**config.mk**
```make
export PLATFORM = sky130hd
export DESIGN_NAME = one_shot_timer_bank
export DESIGN_NICKNAME = d
export VERILOG_FILES = /design/src/rtl/core/otb_pkg.sv /design/src/rtl/core/one_shot_timer_bank.sv
export SDC_FILE = /design/constraint.sdc
export NUM_CORES = 2
export LEC_CHECK = 0
export BUFFER_PORTS_ARGS = -buffer_cell sky130_fd_sc_hd__buf_2
export CAP_MARGIN = 20
export CORE_MARGIN = 2
export CORE_UTILIZATION = 60
export CTS_CLUSTER_SIZE = 25
export DETAILED_ROUTE_END_ITERATION = 10
export PLACE_DENSITY_LB_ADDON = 0.15
export SLEW_MARGIN = 5
export SYNTH_ARGS = -nofsm -noshare
export SYNTH_HDL_FRONTEND = slang
export SYNTH_SLANG_ARGS = --single-unit
```
**constraint.sdc**
```tcl
create_clock -name clk -period 18.5 [get_ports clk]
set_input_delay 1.85 -clock clk [delete_from_list [all_inputs] [get_ports clk]]
set_output_delay 1.85 -clock clk [all_outputs]
set_load 0.01 [all_outputs]
```
**src/rtl/core/otb_pkg.sv**
```systemverilog
package otb_pkg;

  localparam int SLOTS  = 16;
  localparam int SLOT_W = 4;
  localparam int CNT_W  = 5;
  localparam int TIME_W = 32;

  typedef enum logic [1:0] {
    KIND_START = 2'd0,
    KIND_STOP  = 2'd1,
    KIND_TICK  = 2'd2
  } kind_t;

  typedef enum logic [2:0] {
    RES_EXPIRED = 3'd0,
    RES_STARTED = 3'd1,
    RES_BUSY    = 3'd2,
    RES_STOPPED = 3'd3,
    RES_IGNORED = 3'd4
  } res_t;

  typedef enum logic [1:0] {
    ST_IDLE   = 2'd0,
    ST_TIMING = 2'd1,
    ST_FIRED  = 2'd2
  } slot_st_t;

  typedef enum logic [1:0] {
    S_IDLE,
    S_DECODE,
    S_SCAN,
    S_DONE
  } fsm_t;

endpackage

```
**src/rtl/core/one_shot_timer_bank.sv**
```systemverilog
// Start, stop ignored, unused kind: decoded, then the result is registered.
// Stop of a timing slot and tick: list scan of one entry per cycle while no
// expiry waits on a stalled output; expiries stream out one per cycle while
// the output is ready. One item at a time, accepted only in the idle state;
// the single elapsed-time subtract/compare unit walks the arming-order list.
// Reset (rst_n low, synchronous): time zero, all slots idle, list empty.
module one_shot_timer_bank import otb_pkg::*; (
  input  logic        clk,
  input  logic        rst_n,
  input  logic        in_tvalid,
  output logic        in_tready,
  input  logic [39:0] in_tdata,   // slot[3:0], duration[35:4], zero[39:36]
  input  logic [1:0]  in_tuser,   // kind[1:0]
  output logic        out_tvalid,
  input  logic        out_tready,
  output logic [7:0]  out_tdata,  // slot_out[3:0], zero[7:4]
  output logic [3:0]  out_tuser,  // event_res[2:0], none_expired[3]
  output logic        out_tlast
);

  fsm_t                state_r, state_nxt;
  logic [1:0]          kind_r;
  logic [SLOT_W-1:0]   slot_r;
  logic [TIME_W-1:0]   dur_r;
  logic [TIME_W-1:0]   now_r;
  slot_st_t            status_r [SLOTS];
  logic [TIME_W-1:0]   stamp_r  [SLOTS];
  logic [TIME_W-1:0]   len_r    [SLOTS];
  logic [SLOT_W-1:0]   order_r  [SLOTS];
  logic [CNT_W-1:0]    count_r;
  logic [CNT_W-1:0]    rd_r;
  logic [CNT_W-1:0]    wr_r;
  logic                pend_v_r;
  logic [SLOT_W-1:0]   pend_slot_r;
  logic                out_valid_r;
  res_t                out_res_r;
  logic [SLOT_W-1:0]   out_slot_r;
  logic                out_none_r;
  logic                out_last_r;

  logic                in_fire;
  logic                out_free;
  logic [SLOT_W-1:0]   cur_s;
  logic [TIME_W-1:0]   elapsed;
  logic                hit;
  logic                scan_end;
  logic                stall;
  logic                start_ok;

  logic                emit;
  res_t                emit_res;
  logic [SLOT_W-1:0]   emit_slot;
  logic                emit_none;
  logic                emit_last;
  logic                arm_we;
  logic                stat_we;
  logic [SLOT_W-1:0]   stat_idx;
  slot_st_t            stat_val;
  logic                ord_we;
  logic                count_we;
  logic                now_inc;
  logic                rd_inc;
  logic                wr_inc;
  logic                pend_set;

  assign in_tready  = (state_r == S_IDLE);
  assign in_fire    = in_tvalid && in_tready;
  assign out_free   = !out_valid_r || out_tready;
  assign out_tvalid = out_valid_r;
  assign out_tdata  = {4'b0, out_slot_r};
  assign out_tuser  = {out_none_r, out_res_r};
  assign out_tlast  = out_last_r;

  assign cur_s    = order_r[rd_r[SLOT_W-1:0]];
  assign elapsed  = now_r - stamp_r[cur_s];
  assign hit      = (kind_r == KIND_STOP) ? (cur_s == slot_r) : (elapsed >= len_r[cur_s]);
  assign scan_end = (rd_r == count_r);
  assign stall    = (kind_r == KIND_TICK) && hit && pend_v_r && !out_free;
  assign start_ok = (status_r[slot_r] != ST_TIMING) && (count_r < CNT_W'(SLOTS));

  always_comb begin
    state_nxt = state_r;
    case (state_r)
      S_IDLE: begin
        if (in_fire) state_nxt = S_DECODE;
      end
      S_DECODE: begin
        case (kind_r)
          KIND_TICK: state_nxt = S_SCAN;
          KIND_STOP: begin
            if (status_r[slot_r] == ST_TIMING) state_nxt = S_SCAN;
            else if (out_free) state_nxt = S_IDLE;
          end
          default: begin
            if (out_free) state_nxt = S_IDLE;
          end
        endcase
      end
      S_SCAN: begin
        if (scan_end) state_nxt = S_DONE;
      end
      S_DONE: begin
        if (out_free) state_nxt = S_IDLE;
      end
      default: state_nxt = S_IDLE;
    endcase
  end

  always_comb begin
    emit      = 1'b0;
    emit_res  = RES_EXPIRED;
    emit_slot = slot_r;
    emit_none = 1'b0;
    emit_last = 1'b1;
    arm_we    = 1'b0;
    stat_we   = 1'b0;
    stat_idx  = slot_r;
    stat_val  = ST_IDLE;
    ord_we    = 1'b0;
    count_we  = 1'b0;
    now_inc   = 1'b0;
    rd_inc    = 1'b0;
    wr_inc    = 1'b0;
    pend_set  = 1'b0;
    case (state_r)
      S_DECODE: begin
        case (kind_r)
          KIND_START: begin
            if (out_free) begin
              emit = 1'b1;
              if (start_ok) begin
                emit_res = RES_STARTED;
                arm_we   = 1'b1;
                stat_we  = 1'b1;
                stat_val = ST_TIMING;
              end else begin
                emit_res = RES_BUSY;
              end
            end
          end
          KIND_STOP: begin
            if (status_r[slot_r] == ST_TIMING) begin
              stat_we  = 1'b1;
              stat_val = ST_IDLE;
            end else if (out_free) begin
              emit     = 1'b1;
              emit_res = RES_IGNORED;
            end
          end
          KIND_TICK: now_inc = 1'b1;
          default: begin
            if (out_free) begin
              emit     = 1'b1;
              emit_res = RES_IGNORED;
            end
          end
        endcase
      end
      S_SCAN: begin
        if (!scan_end && !stall) begin
          rd_inc = 1'b1;
          if (hit) begin
            if (kind_r == KIND_TICK) begin
              stat_we   = 1'b1;
              stat_idx  = cur_s;
              stat_val  = ST_FIRED;
              pend_set  = 1'b1;
              emit      = pend_v_r;
              emit_res  = RES_EXPIRED;
              emit_slot = pend_slot_r;
              emit_last = 1'b0;
            end
          end else begin
            ord_we = 1'b1;
            wr_inc = 1'b1;
          end
        end
      end
      S_DONE: begin
        if (out_free) begin
          emit     = 1'b1;
          count_we = 1'b1;
          if (kind_r == KIND_STOP) begin
            emit_res = RES_STOPPED;
          end else begin
            emit_res  = RES_EXPIRED;
            emit_slot = pend_v_r ? pend_slot_r : '0;
            emit_none = !pend_v_r;
          end
        end
      end
      default: ;
    endcase
  end

  always_ff @(posedge clk) begin
    if (!rst_n) begin
      state_r     <= S_IDLE;
      now_r       <= '0;
      count_r     <= '0;
      rd_r        <= '0;
      wr_r        <= '0;
      pend_v_r    <= 1'b0;
      out_valid_r <= 1'b0;
      for (int i = 0; i < SLOTS; i++) status_r[i] <= ST_IDLE;
    end else begin
      state_r <= state_nxt;
      if (in_fire) begin
        rd_r     <= '0;
        wr_r     <= '0;
        pend_v_r <= 1'b0;
      end else begin
        if (rd_inc) rd_r <= rd_r + 1'b1;
        if (wr_inc) wr_r <= wr_r + 1'b1;
        if (pend_set) pend_v_r <= 1'b1;
      end
      if (now_inc) now_r <= now_r + 1'b1;
      if (arm_we) count_r <= count_r + 1'b1;
      else if (count_we) count_r <= wr_r;
      if (stat_we) status_r[stat_idx] <= stat_val;
      if (emit) out_valid_r <= 1'b1;
      else if (out_tready) out_valid_r <= 1'b0;
    end
  end

  always_ff @(posedge clk) begin
    if (in_fire) begin
      kind_r <= in_tuser;
      slot_r <= in_tdata[3:0];
      dur_r  <= in_tdata[35:4];
    end
    if (arm_we) begin
      stamp_r[slot_r]                 <= now_r;
      len_r[slot_r]                   <= dur_r;
      order_r[count_r[SLOT_W-1:0]]    <= slot_r;
    end
    if (ord_we) order_r[wr_r[SLOT_W-1:0]] <= cur_s;
    if (pend_set) pend_slot_r <= cur_s;
    if (emit) begin
      out_res_r  <= emit_res;
      out_slot_r <= emit_slot;
      out_none_r <= emit_none;
      out_last_r <= emit_last;
    end
  end

endmodule

```
==> flow_summary.toml <==
[power_and_ir_drop]
p_leak_nw = 18.35
total_power_mw = 5.629
ir_drop_v = 0.00009334
clkPwrFrac = 0.416
swShare = 0.2054
internal_power_mw = 4.472
p_comb_frac = 0.036
p_switching_mw = 1.156
power_density_nw_per_um2 = 101.1
p_seq_frac = 0.548

[worst_hold_path]
hold_class = "flop to flop"

[clock_network]
post-cts-setup-buffers = 0
clock-root-buffer = "clkbuf_16"
clk_pin_slew_ns = 0.06
cts_buffer_depth = 3
post_cts_resized = 0
cts_tree = "yes"
cts.sinks = 1230
cts_buffers = 120
clk_latency_ns = 0.68
cts.htree.levels = 3
cts_hold_repair.buffers = 0

[synth]
yosysTopAreaCellShare = 0.7005
yosysWarnings = 0
synthTopCellsByCount = "1171 x edfxtp_1, 273 x mux4_2, 149 x nor2_1"
yosysSeqAreaShare = 0.7240
ys_async_sr_fraction = 0
synth_area_leaders = "edfxtp_1 70%, mux4_2 12%, dfxtp_1 2.4%"
synthFlopType = "edfxtp_1"
syn_avg_cell_area_um2 = 18.72
synthesis.area_um2 = 50200
synth.most_common_cell = "edfxtp_1"
synthCells = 2682
synth_edf_count = 1171
yosys.area.top_type = "edfxtp_1"
synth-seq-cells = 1230
synth.distinct_cells = 66

[sta]
fin_crit_ns = 10.99
hold_ws_ns = 0.4910
finalCritPeriodShare = 0.5940
hold_viol = 0
slew_violations = 0
skew_ns = 0.01551
finalSetupTns_ns = 0
rsz0062_at_grt = "false"
setup_viol = 0
slew_headroom = 0.2310
tightest_slew_ns = 1.153
fmax_mhz = 90.99

[worst_setup_path]
critPathMaxFanout = 55
cp.arrival_ns = 11.28
crit_path_end_kind = "flop"
required_ns = 18.79
worstSetupStartpointType = "flop"
worstSetupPathType = "flop to flop"
path_buf_inv = 4
critPathSlowestCell = "o32ai_1"
cpMostUsedCell = "buf_4"
slowest_delay_ns = 0.95
crit_family = "compound AO/OA/AOI/OAI gates"
reg2reg_slack_ns = 7.51

[flow_run]
cap_viol_max_count = 0

[floorplanning]
rows = 106
num_io_pins = 61
die_height_um = 293.2
initial_core_util = 0.6027
dieArea_um2 = 85990
fp.dieW_um = 293.2
core_um2 = 83290

[routing]
drt_wl_total_mm = 107.7
ant_nets = 0
num_vias = 25640
drc = 0
vias_per_cell = 6.461
wl_per_cell_um = 27.13
dr.first_iter.drc_count = 2345
first_pass_iters = 8

[grt]
overflow = 0
busiest_layer = "met2"
grt_pass1_wl_mm = 161.8
use_met1 = 0.3665
grt_usage = 0.2541
use_met2 = 0.4171
grt_pass1_vias = 26030
grt_max_degree = 68
grtUsageMet3 = 0.03517
antenna_found_initial = 1

[placement]
post-dp-hpwl_mm = 58.86
port_buffers = 52
gp_congestion = 0.8827
place_area_um2 = 51850

[final_layout]
area_growth_syn_to_layout_pct = 10.95
nets = 2905
fin_area_um2 = 55690
fin_util = 0.6687
antenna_cells = 0
layout-drive-gt1-share = 0.2254

[outcome]
outcome = "finished clean"
## registers in the layout, indices dropped and copies added, names as in the netlist, 32 cells and up, named ones only
register	count
now_r	32
stamp_r	512
dur_r	32
order_r	64
status_r	32
len_r	512
## worst reg2reg max path: cells and delay by family, from the launching register on
family                   cells  cell delay, ns
flip-flops                   1            0.87
buffers and inverters        4            2.62
multiplexers                 5            1.38
AO/OA/AOI/OAI               12            4.31
AND/OR/NAND/NOR              2            0.61
XOR/XNOR                     1            0.19
adder cells (fa/ha/maj)      2            0.63
## cells by family (layout without fill, tap and decap cells)
logic type,after synthesis,in the layout,share of synthesized area
flip-flops,1230,1230,0.7240
AND/OR/NAND/NOR,418,418,0.03943
other,1,4,0.00007470
buffers and inverters,177,380,0.01441
AO/OA/AOI/OAI,277,277,0.03432
adder cells (fa/ha/maj),77,77,0.01934
multiplexers,436,436,0.1569
XOR/XNOR,66,66,0.01152
## final timing paths
| check | endpoint | startpoint | cells after the start |
|---|---|---|---|
| setup / recovery | order_r[1][2]$_DFFE_PP_ | flop | 26 |
| hold / removal | wr_r[4]$_SDFFE_PP0N_ | wr_r[4]$_SDFFE_PP0N_ | 2 |
| setup reg to reg | order_r[1][2]$_DFFE_PP_ | flop | 26 |
| hold reg to reg | wr_r[4]$_SDFFE_PP0N_ | wr_r[4]$_SDFFE_PP0N_ | 2 |
## layer usage
layer | wire, µm | up-vias
li1 | - | 11070
met1 | 45550 | 13410
met2 | 52840 | 978
met3 | 6780 | 176
met4 | 2486 | 0
met5 | 0 | -
## power by group through the flow
stage / registers (mW) / logic, mW / clock network [mW]
6_report: 3.09 / 0.202 / 2.34
5_1_grt: 3.09 / 0.220 / 2.49
4_1_cts: 3.09 / 0.204 / 2.38
3_5_place_dp: 3.15 / 0.203 / 0
3_3_place_gp: 3.14 / 0.198 / 0
2_1_floorplan: 3.13 / 0.146 / 0
## through the flow
stage | instances | setup WS (ns)
floorplan | 2685 | 8.945
global placement | 3736 | 7.305
detailed placement | 3739 | 7.067
CTS | 3967 | 7.030
global route | 3968 | 7.076
finish | 3968 | 7.510
## final cells by class
| class | count | area [µm²] |
|---|---|---|
| Sequential cell | 1230 | 36340 |
| Fill cell | 5421 | 27600 |
| Multi-Input combinational cell | 1278 | 13260 |
| Clock buffer | 160 | 3254 |
| Tap cell | 1080 | 1351 |
| Timing Repair Buffer | 107 | 753.2 |
| Clock inverter | 68 | 556.8 |
| Inverter | 45 | 176.4 |
## placed cells by master (no fill, tap or decap), types with 25 or more instances in the layout
cell	instances
nand3_1	38
clkbuf_16	121
o21ai_0	34
a21oi_1	131
nor2_1	146
xnor2_1	41
edfxtp_1	1171
ha_1	76
clkinv_1	27
buf_4	51
nand2_1	82
xor2_1	25
mux2_2	66
mux2i_1	95
mux4_2	272
inv_1	42
clkbuf_1	31
buf_2	52
dfxtp_1	59
(Power assumes the default switching activity.)
